File: src/hdl/bis_pkg.sv
`timescale 1ns / 1ps
// ----------------------------------------------------------------------------
// Bilinear scaler package
// Shared sizes, register indexes, pixel types and the frame address function.
// ----------------------------------------------------------------------------
package bis_pkg;

	// Frame store geometry and blend precision.
	localparam int MAX_WIDTH     = 256;
	localparam int MAX_HEIGHT    = 256;
	localparam int FRACTION_BITS = 8;

	// Fixed field widths.
	localparam int COORD_W     = 12;
	localparam int CH_W        = 8;
	localparam int NUM_CH      = 3;
	localparam int CFG_SIZE_W  = 9;
	localparam int CFG_SCALE_W = 16;
	localparam int CFG_DATA_W  = 16;
	localparam int CFG_IDX_W   = 2;
	localparam int SCALE_FRAC  = 8;

	// Derived widths.
	localparam int X_W       = $clog2(MAX_WIDTH);
	localparam int Y_W       = $clog2(MAX_HEIGHT);
	localparam int RAM_DEPTH = MAX_WIDTH * MAX_HEIGHT;
	localparam int ADDR_W    = $clog2(RAM_DEPTH);
	localparam int PROD_W    = COORD_W + CFG_SCALE_W;
	localparam int IDX_W     = PROD_W - SCALE_FRAC;
	localparam int WGT_W     = FRACTION_BITS + 1;
	localparam int H_W       = CH_W + FRACTION_BITS;
	localparam int ACC_W     = CH_W + 2 * FRACTION_BITS + 1;

	localparam logic [WGT_W-1:0] WGT_ONE = WGT_W'(1) << FRACTION_BITS;

	// Opcodes of an input word.
	localparam logic OP_WRITE = 1'b0;
	localparam logic OP_READ  = 1'b1;

	// Configuration register indexes.
	localparam logic [CFG_IDX_W-1:0] REG_SOURCE_WIDTH  = 2'd0;
	localparam logic [CFG_IDX_W-1:0] REG_SOURCE_HEIGHT = 2'd1;
	localparam logic [CFG_IDX_W-1:0] REG_INVERSE_SCALE = 2'd2;

	// Channel positions inside a packed pixel.
	localparam int CH_RED   = 2;
	localparam int CH_GREEN = 1;
	localparam int CH_BLUE  = 0;

	typedef logic [NUM_CH-1:0][CH_W-1:0] rgb_t;

	// Clamped neighbour coordinates and blend weights of one output pixel.
	typedef struct packed {
		logic [X_W-1:0]           x1;
		logic [X_W-1:0]           x2;
		logic [Y_W-1:0]           y1;
		logic [Y_W-1:0]           y2;
		logic [FRACTION_BITS-1:0] dx;
		logic [FRACTION_BITS-1:0] dy;
	} nbr_t;

	function automatic logic [ADDR_W-1:0] pix_addr(logic [X_W-1:0] x, logic [Y_W-1:0] y);
		return ADDR_W'(ADDR_W'(y) * ADDR_W'(MAX_WIDTH)) + ADDR_W'(x);
	endfunction

endpackage

File: src/hdl/bis_blend.sv
`timescale 1ns / 1ps
// ----------------------------------------------------------------------------
// Bilinear scaler blend unit
// Two-stage separable blend: horizontal pairs first, then vertical.
// ----------------------------------------------------------------------------
module bis_blend (
	input  logic                                clk,
	input  logic                                en1,
	input  logic                                en2,
	input  bis_pkg::rgb_t                       q11,
	input  bis_pkg::rgb_t                       q21,
	input  bis_pkg::rgb_t                       q12,
	input  bis_pkg::rgb_t                       q22,
	input  logic [bis_pkg::FRACTION_BITS-1:0]   dx,
	input  logic [bis_pkg::FRACTION_BITS-1:0]   dy,
	output bis_pkg::rgb_t                       rgb
);
	import bis_pkg::*;

	logic [WGT_W-1:0]              wdx, wdx_n, wdy, wdy_n;
	logic [NUM_CH-1:0][H_W:0]      top_sum, bot_sum;
	logic [NUM_CH-1:0][H_W-1:0]    top_s1, bot_s1;
	logic [FRACTION_BITS-1:0]      dy_s1;
	logic [NUM_CH-1:0][ACC_W-1:0]  acc;
	rgb_t                          rgb_d;

	always_comb begin
		wdx   = WGT_W'(dx);
		wdx_n = WGT_ONE - wdx;
		for (int c = 0; c < NUM_CH; c++) begin
			top_sum[c] = (H_W+1)'(q11[c]) * (H_W+1)'(wdx_n)
			           + (H_W+1)'(q21[c]) * (H_W+1)'(wdx);
			bot_sum[c] = (H_W+1)'(q12[c]) * (H_W+1)'(wdx_n)
			           + (H_W+1)'(q22[c]) * (H_W+1)'(wdx);
		end
	end

	// A weighted pair never exceeds 255 * one, so the top bit is always zero.
	always_ff @(posedge clk) begin
		if (en1) begin
			for (int c = 0; c < NUM_CH; c++) begin
				top_s1[c] <= top_sum[c][H_W-1:0];
				bot_s1[c] <= bot_sum[c][H_W-1:0];
			end
			dy_s1 <= dy;
		end
	end

	always_comb begin
		wdy   = WGT_W'(dy_s1);
		wdy_n = WGT_ONE - wdy;
		for (int c = 0; c < NUM_CH; c++) begin
			acc[c]   = ACC_W'(top_s1[c]) * ACC_W'(wdy_n) + ACC_W'(bot_s1[c]) * ACC_W'(wdy);
			rgb_d[c] = acc[c][2*FRACTION_BITS +: CH_W];
		end
	end

	always_ff @(posedge clk) begin
		if (en2) begin
			rgb <= rgb_d;
		end
	end

endmodule

File: config.mk
export PLATFORM = sky130hd
export DESIGN_NAME = bis_blend
export DESIGN_NICKNAME = d
export VERILOG_FILES = /design/src/hdl/bis_pkg.sv /design/src/hdl/bis_blend.sv
export SDC_FILE = /design/constraint.sdc
export NUM_CORES = 2
export LEC_CHECK = 0
export ABC_AREA = 0
export BUFFER_PORTS_ARGS = -buffer_cell sky130_fd_sc_hd__buf_2
export CORE_ASPECT_RATIO = 0.75
export CORE_MARGIN = 2
export CORE_UTILIZATION = 44
export DETAILED_ROUTE_END_ITERATION = 10
export GPL_ROUTABILITY_DRIVEN = 0
export PLACE_DENSITY = 0.62
export RECOVER_POWER = 50
export SLEW_MARGIN = 20
export SYNTH_ARGS = -nofsm -noshare
export SYNTH_HDL_FRONTEND = slang
export SYNTH_SLANG_ARGS = --single-unit
File: constraint.sdc
create_clock -name clk -period 23.1 [get_ports clk]
set_clock_uncertainty 0.2 [all_clocks]
set_input_delay 3.465 -clock clk [delete_from_list [all_inputs] [get_ports clk]]
set_output_delay 3.465 -clock clk [all_outputs]
set_load 0.02 [all_outputs]
==> impl_metrics.toml <==
[die]
rows = 113
dieArea_sq_um = 130000
die_w_um = 416
start_util_pct = 44.3
die_h_um = 313
ioPinCount = 139
core-area_sq_um = 127000

[grt]
grt_antenna_before_repair = 14
grt_max_degree = 70
gr-usage-all-layers_pct = 22.2
grt_pass1_wl_mm = 228
grt-ovfl-total = 0
first_global_vias = 41300

[cells_and_area]
final-instance-count-excl-fill = 7754
area_delta_synth_final_pct = 5.07
multiInputGateArea_sq_um = 45100
drive_above_1_share_pct = 3.52
nets = 8048
seq_area_sq_um = 3840
nFillCells = 12100

[clock_tree]
clock-root-buffer = "clkbuf_16"
cts_resized = 0
cts_tree = "yes"
cts_max_path_buffers = 2
worstSkewPairLatency_ns = 0.50
clkTransAtPathRegs_ns = 0.07
cts-buffers-inserted = 17
cts_setup_buffers = 0
htreeDepth = 4
cts_hold_buf = 0
cts_num_sinks = 128

[sta]
drv_slew = 202
worst_pin_slew_ns = 4.02
fin_tns_setup_ns = 0
setup_viol = 0
min_period_over_period_pct = 56.3
fmax_ghz = 0.0769
finalHoldViolations = 0
timing.final.ws_setup_ns = 10.10
relSlewSlack_pct = -168
rsz0062_at_grt = "no"
whs_ns = 0.927
timing.final.crit_period_ns = 13.00

[setup_path]
endpoint_kind = "flip-flop"
critical_path_required_ns = 23.11
critPathArrivalTime_ns = 13.01
crit_fanout = 69
start_kind = "input pin"
criticalPathCategory = "in -> reg"

[logic_synthesis]
yosys_most_used_dff = "edfxtp_1"
yosysWarnings = 0
postSynthCellCount = 6114
synth_fp_nets = 8094
synth_top_family_by_area = "adder cells"
yosys.area_share.simple_pct = 16.5
synth_xor_area_share_pct = 2.60
synth_compound_area_share_pct = 2.59
yosysSeqAreaShare_pct = 6.85
synth_cell_types = 58
synth_seq_cells = 128
synthAdderAreaFrac_pct = 58.5
async_flop_share_pct = 0
syn_area_sq_um = 56100
synth_mux_area_share_pct = 0
synth-edff-count = 128
synth.avg_cell_area_sq_um = 9.18

[route]
drt_iter0_drc = 2277
post-route-drc-count = 0
detail-route-antenna-nets = 0
wl_per_cell_um = 17.7
drtPass1Iterations = 5
wl_mm = 137
vias = 38700
via_per_inst = 4.99

[run]
timing.max_cap.violations = 4

[min_path]
min_path_type = "reg -> reg"

[status]
status = "finished, violations left"
violations = "max-capacitance violations, max-slew violations"

[placement]
place_inst = 7716
port_buffers = 138
dp_hpwl_mm = 111
dp_slack_ns = 12.03
==> worst max-delay path: stages <==
cell	delay, ns
clkbuf_1	1.02
clkbuf_1	2.25
inv_1	0.16
ha_2	0.35
or3b_4	0.29
xor2_4	0.16
buf_4	0.39
nand2_1	0.15
fa_1	0.56
inv_1	0.04
ha_1	0.27
inv_1	0.05
fa_1	0.48
fa_1	0.58
fa_1	0.45
fa_1	0.49
inv_1	0.04
ha_1	0.30
inv_1	0.08
o21bai_1	0.22
a21oi_1	0.15
o21ai_0	0.41
a21oi_1	0.15
xnor2_1	0.49
==> synthesized netlist by cell type (3+ instances only) <==
master	instances	area (sq um)
a211oi_1	10	75.1
a211oi_2	3	37.5
a21o_1	23	173
a21oi_1	65	325
a31oi_1	7	43.8
a41o_1	3	30.0
a41oi_1	6	52.6
and2_1	874	5470
and3_1	9	56.3
buf_1	49	184
buf_2	4	20.0
clkbuf_1	191	717
edfxtp_1	128	3840
fa_1	1266	25300
ha_1	599	7490
inv_1	1685	6320
nand2_1	796	2990
nand2b_1	4	25.0
nand3_1	20	100
nand4_1	6	37.5
nor2_1	27	101
nor2b_1	9	56.3
nor3_1	34	170
o211ai_1	5	37.5
o21a_1	11	82.6
o21ai_0	32	160
o21bai_1	16	120
o311ai_0	3	26.3
o311ai_1	3	26.3
o31a_1	3	26.3
o31ai_1	9	67.6
or2_2	5	31.3
or3_1	14	87.6
or4_1	7	52.6
xnor2_1	101	885
xnor2_2	3	48.8
xor2_1	54	473
==> worst paths after layout <==
| check | from | end | slack, ns | cells past startpoint |
|---|---|---|---|---|
| worst min register to register | top_s1[15] | rgb[7] | 0.93 | 3 |
| worst max-delay path | dx[0] | top_s1[26] | 10.10 | 24 |
| worst max register to register | dy_s1[1] | rgb[6] | 14.24 | 25 |
| worst min-delay path | top_s1[15] | rgb[7] | 0.93 | 3 |
==> metrics by stage <==
| step | util, % | instance area [sq um] |
|---|---|---|
| after floorplan | - | 56100 |
| after global placement | 46.2 | 58400 |
| after detailed placement | 46.2 | 58400 |
| after CTS | 46.6 | 59000 |
| after global routing | 46.6 | 59000 |
| final | 46.6 | 59000 |
==> state kept, by name, indices dropped and copies added, names as in the netlist <==
name and flops:
bot_s1 48, dy_s1 8, rgb 24, top_s1 48
==> layer usage <==
layer  vias up  global-route usage [%]  share of wire, %
li1      17500                       -                 -
met1     19800                    34.8                49
met2      1179                    32.7                42
met3       123                    3.22               6.9
met4         2                    3.93               1.3
met5         -                       0            0.0058
==> layout make-up <==
cell class              instances  share of cell area [%]
multi-input cells            4056                    76.5
inverters                    1685                    10.7
flip-flops and latches        128                    6.52
well taps                    1667                    3.54
repair buffers                180                    1.64
clock buffers                  17                   0.721
clock inverters                15                   0.286
diodes                          6                  0.0255
==> placed cells by master (no fill, tap or decap), drive strengths merged, types with 23 or more instances in the layout <==
cell type,instances
edfxtp,128
a21o,23
o21ai,32
inv,1686
clkbuf,46
a21oi,66
fa,1266
buf,151
nor2,27
ha,599
and2,874
nand2,799
nor3,34
xnor2,106
xor2,54
==> cells by family after synthesis <==
group	count (synthesis)
AOI/OAI and AO/OA	217
xor gates and xnor gates	160
buffers and inverters	1930
adders and majority gates	1865
DFF	128
and+or+nand+nor	1814
Power is not shown: default switching activity piles up to over one toggle a cycle in this logic, so the estimate is an artifact.
