<file path="config.mk">
export PLATFORM = sky130hd
export DESIGN_NAME = bis_coord_map
export DESIGN_NICKNAME = d
export VERILOG_FILES = /design/src/hdl/bis_pkg.sv /design/src/hdl/bis_coord_map.sv
export SDC_FILE = /design/constraint.sdc
export NUM_CORES = 1
export LEC_CHECK = 0
export ABC_AREA = 1
export ABC_CLOCK_PERIOD_IN_PS = 5800
export BUFFER_PORTS_ARGS = -buffer_cell sky130_fd_sc_hd__buf_2
export CAP_MARGIN = 10
export CORE_ASPECT_RATIO = 0.7
export CORE_MARGIN = 10
export CORE_UTILIZATION = 58
export DETAILED_ROUTE_END_ITERATION = 12
export HOLD_SLACK_MARGIN = 0.06
export PLACE_DENSITY = 0.76
export RECOVER_POWER = 25
export SYNTH_ARGS = -nofsm -noshare
export SYNTH_HDL_FRONTEND = slang
export SYNTH_SLANG_ARGS = --single-unit
export TNS_END_PERCENT = 20
</file>
<file path="constraint.sdc">
create_clock -name clk -period 5.8 [get_ports clk]
set_clock_uncertainty 0.15 [all_clocks]
set_input_delay 0.87 -clock clk [delete_from_list [all_inputs] [get_ports clk]]
set_output_delay 0.87 -clock clk [all_outputs]
set_load 0.02 [all_outputs]
</file>
<file path="src/hdl/bis_pkg.sv">
`timescale 1ns / 1ps
// ----------------------------------------------------------------------------
// Bilinear scaler package
// Shared sizes, register indexes, pixel types and the frame address function.
// ----------------------------------------------------------------------------
package bis_pkg;

	// Frame store geometry and blend precision.
	localparam int MAX_WIDTH     = 256;
	localparam int MAX_HEIGHT    = 256;
	localparam int FRACTION_BITS = 8;

	// Fixed field widths.
	localparam int COORD_W     = 12;
	localparam int CH_W        = 8;
	localparam int NUM_CH      = 3;
	localparam int CFG_SIZE_W  = 9;
	localparam int CFG_SCALE_W = 16;
	localparam int CFG_DATA_W  = 16;
	localparam int CFG_IDX_W   = 2;
	localparam int SCALE_FRAC  = 8;

	// Derived widths.
	localparam int X_W       = $clog2(MAX_WIDTH);
	localparam int Y_W       = $clog2(MAX_HEIGHT);
	localparam int RAM_DEPTH = MAX_WIDTH * MAX_HEIGHT;
	localparam int ADDR_W    = $clog2(RAM_DEPTH);
	localparam int PROD_W    = COORD_W + CFG_SCALE_W;
	localparam int IDX_W     = PROD_W - SCALE_FRAC;
	localparam int WGT_W     = FRACTION_BITS + 1;
	localparam int H_W       = CH_W + FRACTION_BITS;
	localparam int ACC_W     = CH_W + 2 * FRACTION_BITS + 1;

	localparam logic [WGT_W-1:0] WGT_ONE = WGT_W'(1) << FRACTION_BITS;

	// Opcodes of an input word.
	localparam logic OP_WRITE = 1'b0;
	localparam logic OP_READ  = 1'b1;

	// Configuration register indexes.
	localparam logic [CFG_IDX_W-1:0] REG_SOURCE_WIDTH  = 2'd0;
	localparam logic [CFG_IDX_W-1:0] REG_SOURCE_HEIGHT = 2'd1;
	localparam logic [CFG_IDX_W-1:0] REG_INVERSE_SCALE = 2'd2;

	// Channel positions inside a packed pixel.
	localparam int CH_RED   = 2;
	localparam int CH_GREEN = 1;
	localparam int CH_BLUE  = 0;

	typedef logic [NUM_CH-1:0][CH_W-1:0] rgb_t;

	// Clamped neighbour coordinates and blend weights of one output pixel.
	typedef struct packed {
		logic [X_W-1:0]           x1;
		logic [X_W-1:0]           x2;
		logic [Y_W-1:0]           y1;
		logic [Y_W-1:0]           y2;
		logic [FRACTION_BITS-1:0] dx;
		logic [FRACTION_BITS-1:0] dy;
	} nbr_t;

	function automatic logic [ADDR_W-1:0] pix_addr(logic [X_W-1:0] x, logic [Y_W-1:0] y);
		return ADDR_W'(ADDR_W'(y) * ADDR_W'(MAX_WIDTH)) + ADDR_W'(x);
	endfunction

endpackage

</file>
<file path="src/hdl/bis_coord_map.sv">
`timescale 1ns / 1ps
// ----------------------------------------------------------------------------
// Bilinear scaler coordinate mapper
// Scales an output coordinate back to the source and clamps the neighbours.
// ----------------------------------------------------------------------------
module bis_coord_map (
	input  logic                            clk,
	input  logic                            en1,
	input  logic                            en2,
	input  logic [bis_pkg::COORD_W-1:0]     cx,
	input  logic [bis_pkg::COORD_W-1:0]     cy,
	input  logic [bis_pkg::CFG_SIZE_W-1:0]  src_width,
	input  logic [bis_pkg::CFG_SIZE_W-1:0]  src_height,
	input  logic [bis_pkg::CFG_SCALE_W-1:0] inv_scale,
	output bis_pkg::nbr_t                   nbr
);
	import bis_pkg::*;

	logic [PROD_W-1:0] px_s1, py_s1;
	logic [X_W-1:0]    xmax_d, xmax_s1;
	logic [Y_W-1:0]    ymax_d, ymax_s1;
	logic [IDX_W-1:0]  xi, yi;
	logic [SCALE_FRAC+FRACTION_BITS-1:0] fx_ext, fy_ext;
	nbr_t              nbr_d;

	// Largest valid index; a zero size counts as one, an oversize as the store.
	always_comb begin
		if (src_width == '0) begin
			xmax_d = '0;
		end else if (32'(src_width) > MAX_WIDTH) begin
			xmax_d = X_W'(MAX_WIDTH - 1);
		end else begin
			xmax_d = X_W'(src_width - 1'b1);
		end
		if (src_height == '0) begin
			ymax_d = '0;
		end else if (32'(src_height) > MAX_HEIGHT) begin
			ymax_d = Y_W'(MAX_HEIGHT - 1);
		end else begin
			ymax_d = Y_W'(src_height - 1'b1);
		end
	end

	always_ff @(posedge clk) begin
		if (en1) begin
			px_s1   <= PROD_W'(cx) * PROD_W'(inv_scale);
			py_s1   <= PROD_W'(cy) * PROD_W'(inv_scale);
			xmax_s1 <= xmax_d;
			ymax_s1 <= ymax_d;
		end
	end

	always_comb begin
		xi = px_s1[PROD_W-1:SCALE_FRAC];
		yi = py_s1[PROD_W-1:SCALE_FRAC];

		nbr_d.x2 = (xi >= IDX_W'(xmax_s1)) ? xmax_s1 : X_W'(xi) + X_W'(1);
		nbr_d.x1 = (xi >  IDX_W'(xmax_s1)) ? xmax_s1 : X_W'(xi);
		nbr_d.y2 = (yi >= IDX_W'(ymax_s1)) ? ymax_s1 : Y_W'(yi) + Y_W'(1);
		nbr_d.y1 = (yi >  IDX_W'(ymax_s1)) ? ymax_s1 : Y_W'(yi);

		// Requantize the 8-bit source fraction to the blend weight width.
		fx_ext   = {px_s1[SCALE_FRAC-1:0], {FRACTION_BITS{1'b0}}} >> SCALE_FRAC;
		fy_ext   = {py_s1[SCALE_FRAC-1:0], {FRACTION_BITS{1'b0}}} >> SCALE_FRAC;
		nbr_d.dx = fx_ext[FRACTION_BITS-1:0];
		nbr_d.dy = fy_ext[FRACTION_BITS-1:0];
	end

	always_ff @(posedge clk) begin
		if (en2) begin
			nbr <= nbr_d;
		end
	end

endmodule

</file>
==> results <==
- The design internal power is 5.13 mW.
- The H-tree depth is 4.
- Synthesis produced a netlist with a net count of 2979.
- The endpoint identified for the worst register-to-register timing path is nbr[45].
- At the end of routability-driven placement, the weighted congestion stood at about 0.95.
- In the final layout, the share of cells above drive strength 1 is 0.0780.
- The capturing element type of the critical path is a flip-flop.
- The run finished, with violations left.
- At the pin with the least slew margin, the transition time is 2.52 ns.
- The critical path launch point is inv_scale[9].
- The number of gates resized after cts is 0.
- The number of setup buffers added after CTS is 0.
- The longest clock path from root to sink contains 2 buffers.
- The capture point of the critical path is px_s1[22].
- The buffer type at the clock tree root is sky130_fd_sc_hd__clkbuf_16.
- The die covers between 40000 and 50000 um^2.
- In the routed layout, each cell is associated on average with a via count of 5.21.
- The initialized floorplan defines 55 standard-cell rows.
- For this run, the register share of the synthesized area comes to 0.190.
- The clock latency of the later-clocked register in the worst-skew pair is 0.43 ns.
- The total via count in the routed design is between 15000 and 20000.
- Port buffering added around 110 buffers.
- In the global route stage, overall resource usage came out at 0.240.
- Data on the critical path is required at its endpoint by 5.83 ns.
- The number of cells traversed by the worst register-to-register path is 10.
- The fraction of the cycle the final worst path needs is 0.947.
- The die is 171 um tall.
- The data arrival time of the critical path is 5.53 ns.
- Dividing the detail-routed wire length by the instance count gives 15.7 um.
- The number of buffers inserted for hold repair after clock tree synthesis is 0.
- The type of the worst setup path is in2reg.
- For this run, the number of Yosys warnings is 0.
- Synthesis inferred 120 register bits.
- Across the run, the number of max-cap violations was 2.
- The worst-case IR drop observed on VDD is 0.380 mV.
- The relative slew slack is -0.677.
- The synthesized cell area is 19000 um^2.
- The final-report hold violation count is 0.
- In this run the worst path has a maximum fanout of 19.
- The number of CTS-inserted buffers is 17.
- The share of total power dissipated in the clock network is 0.091.
- The starting DRC count in detailed routing is between 1500 and 2000.
- The total overflow left after global routing is 0.
- The count of nets left with antenna violations once routing finished came out at 0.
- The static leakage power is 12.2 nW.
- Summed over all layers, the routed wires come to 47500 um.
- The first global-routing pass estimated ~80000 um of wire.
- The top-level port count is around 110.
- The relative contribution of sequential cells to total power is 0.147.
- In this run the mean area of a mapped cell was approximately 7.6 um^2.
- For this run, design rule violations remaining after detail routing come to 0.
- The final reports fail on capacitance limit, slew limit.
- The area added between synthesis and finish is 9.17%.
- TritonCTS built the clock tree.
- The die boundary width is 236 um.
- The number of global-route vias before repair is 15600.
- Once layout is complete, the cells apart from fillers number 3020.
- The maximum clock frequency is 182 MHz.
- The final critical path time including I/O delays and setup is 5.49 ns.
- The placed wire-length estimate is 39100 um.
- The worst hold-check path type is reg2reg.
- The final standard cell utilization of the core is 0.641.
- The switching share of total power is 0.555.
- The number of iterations in the first detailed-routing pass is 5.
- The cell count after synthesis is 2484.
- The final number of max-transition violations was 90.
- In this run the register-to-register setup slack is 3.51 ns.
- Setup repair after global routing left no endpoint under its margin.
- Setup violations remaining at the end of the flow were counted as 0.
- The total instance count after detailed placement is 2985.
- The clock-pin slew on the worst setup and hold paths is 0.06 ns.
- The initial antenna violation count is 5.
- The startpoint identified for the worst register-to-register timing path is px_s1[11].
- The share of total power dissipated in combinational logic is 0.762.
- The initial core utilization is 0.587.
- Synthesis instantiated 25 different standard cells from the library.
- The clock net in this run drives a total of 120 sinks.
- In this run the power density over the cells is 556 nW/um^2.
- The number of fillers in the final layout is about 2800.
- STA classifies the critical path startpoint as an input pin.
- Entering global routing, the biggest net connects 49 pins.
- The analysis attributes to net switching a power of 6.41 mW.
- After the last flow step, the layout net total stands at 3072.
- The area of the core is roughly 32000 um^2.
## cell families after synthesis
family / after synthesis / share of synthesized area
AOI/OAI and AO/OA: 47 / 0.0132
xor gates and xnor gates: 35 / 0.0161
adders and majority gates: 434 / 0.396
buffers and inverters: 782 / 0.155
DFF: 120 / 0.190
and+or+nand+nor: 1066 / 0.230
## critical path, stage by stage
cell,delay [ns]
sky130_fd_sc_hd__buf_2,0.39
sky130_fd_sc_hd__nand2_1,0.15
sky130_fd_sc_hd__fa_1,0.53
sky130_fd_sc_hd__fa_1,0.51
sky130_fd_sc_hd__inv_1,0.05
sky130_fd_sc_hd__fa_1,0.48
sky130_fd_sc_hd__fa_1,0.55
sky130_fd_sc_hd__inv_1,0.06
sky130_fd_sc_hd__fa_1,0.53
sky130_fd_sc_hd__inv_1,0.04
sky130_fd_sc_hd__ha_1,0.35
sky130_fd_sc_hd__nand2_1,0.10
sky130_fd_sc_hd__nor2_1,0.36
sky130_fd_sc_hd__nand3_1,0.13
sky130_fd_sc_hd__nand3_1,0.18
sky130_fd_sc_hd__nand2_1,0.10
sky130_fd_sc_hd__nand3_1,0.08
sky130_fd_sc_hd__nand2_1,0.05
## per-stage QoR
stage | power (mW) | setup TNS (ns) | hold slack, ns | worst slack, ns | instance area [um^2]
after floorplan | 7.79 | 0 | 0.250 | 0.269 | 19000
after global placement | 10.2 | -0.0550 | 0.250 | -0.0550 | 20200
after detailed placement | 10.3 | -0.134 | 0.255 | -0.0879 | 20200
after CTS | 11.4 | 0 | 0.268 | 0.359 | 20700
after global routing | 12.9 | 0 | 0.277 | 0.0729 | 20700
final | 11.5 | 0 | 0.267 | 0.308 | 20700
## power groups by stage
| stage | combinational [mW] | sequential [mW] | clock, mW |
|---|---|---|---|
| 4_1_cts | 8.64 | 1.69 | 1.07 |
| 6_report | 8.80 | 1.69 | 1.05 |
| 2_1_floorplan | 6.09 | 1.70 | 0 |
| 3_3_place_gp | 8.48 | 1.70 | 0 |
| 3_5_place_dp | 8.59 | 1.70 | 0 |
| 5_1_grt | 10.0 | 1.72 | 1.10 |
## state kept, by name, summed over array words and instances (netlist names)
register / flops
py_s1: 28
ymax_s1: 8
xmax_s1: 8
nbr: 48
px_s1: 28
## worst min path at each step
stage / startpoint / endpoint / slack (ns) / cells after the start
floorplan: py_s1[0] / nbr[0] / 0.25 / 0
global placement: py_s1[4] / nbr[4] / 0.25 / 0
detailed placement: py_s1[0] / nbr[0] / 0.25 / 0
CTS: px_s1[6] / nbr[14] / 0.27 / 0
global route: py_s1[4] / nbr[4] / 0.28 / 0
finish: px_s1[6] / nbr[14] / 0.27 / 0
## area by class of cell
cell class,count,area (um^2),share of cell area
multi-input combinational,1582,12500,0.601
sequential,120,3600,0.174
inverter,700,2630,0.127
timing repair buffer,156,931,0.0449
tap,427,534,0.0258
clock buffer,17,425,0.0205
clock inverter,15,151,0.00730
antenna,3,7.51,0.000362
## cells in the mapped netlist
cell | n | share of area
sky130_fd_sc_hd__a21oi_1 | 29 | 0.0076
sky130_fd_sc_hd__a31oi_1 | 8 | 0.0026
sky130_fd_sc_hd__and2_1 | 1 | 0.00033
sky130_fd_sc_hd__clkbuf_1 | 82 | 0.016
sky130_fd_sc_hd__edfxtp_1 | 120 | 0.19
sky130_fd_sc_hd__fa_1 | 280 | 0.30
sky130_fd_sc_hd__ha_1 | 154 | 0.10
sky130_fd_sc_hd__inv_1 | 698 | 0.14
sky130_fd_sc_hd__inv_2 | 2 | 0.00040
sky130_fd_sc_hd__nand2_1 | 833 | 0.16
sky130_fd_sc_hd__nand2_4 | 4 | 0.0024
sky130_fd_sc_hd__nand3_1 | 79 | 0.021
sky130_fd_sc_hd__nand3_2 | 6 | 0.0032
sky130_fd_sc_hd__nand3b_1 | 4 | 0.0016
sky130_fd_sc_hd__nand4_1 | 38 | 0.013
sky130_fd_sc_hd__nand4_4 | 2 | 0.0022
sky130_fd_sc_hd__nor2_1 | 90 | 0.018
sky130_fd_sc_hd__nor2_4 | 2 | 0.0012
sky130_fd_sc_hd__nor2_8 | 2 | 0.0021
sky130_fd_sc_hd__nor3_1 | 4 | 0.0011
sky130_fd_sc_hd__o21ai_0 | 8 | 0.0021
sky130_fd_sc_hd__o21bai_1 | 2 | 0.00079
sky130_fd_sc_hd__or2_2 | 1 | 0.00033
sky130_fd_sc_hd__xnor2_1 | 8 | 0.0037
sky130_fd_sc_hd__xor2_1 | 27 | 0.012
## placed cells by master, fill, tap and decap left out, types with 4 or more instances in the layout
cell type / netlist / layout
sky130_fd_sc_hd__xor2_1: 27 / 27
sky130_fd_sc_hd__clkbuf_1: 82 / 4
sky130_fd_sc_hd__buf_2: 0 / 105
sky130_fd_sc_hd__fa_1: 280 / 280
sky130_fd_sc_hd__nand4_1: 38 / 38
sky130_fd_sc_hd__nor3_1: 4 / 4
sky130_fd_sc_hd__nand3_2: 6 / 6
sky130_fd_sc_hd__a31oi_1: 8 / 8
sky130_fd_sc_hd__nand3_1: 79 / 79
sky130_fd_sc_hd__a21oi_1: 29 / 29
sky130_fd_sc_hd__nand2_4: 4 / 4
sky130_fd_sc_hd__edfxtp_1: 120 / 120
sky130_fd_sc_hd__xnor2_1: 8 / 8
sky130_fd_sc_hd__nor2_1: 90 / 90
sky130_fd_sc_hd__clkbuf_16: 0 / 17
sky130_fd_sc_hd__clkinvlp_4: 0 / 5
sky130_fd_sc_hd__o21ai_0: 8 / 8
sky130_fd_sc_hd__ha_1: 154 / 154
sky130_fd_sc_hd__buf_4: 0 / 44
sky130_fd_sc_hd__inv_1: 698 / 698
sky130_fd_sc_hd__nand2_1: 833 / 833
sky130_fd_sc_hd__nand3b_1: 4 / 4
## layer usage
| layer | routed length, um | track usage | vias up |
|---|---|---|---|
| met1 | 20800 | 0.339 | 7481 |
| met5 | 23 | 0 | - |
| met4 | 834 | 0.0580 | 4 |
| li1 | - | - | 7408 |
| met3 | 5290 | 0.0532 | 80 |
| met2 | 20600 | 0.369 | 768 |
(Power assumes the default switching activity.)
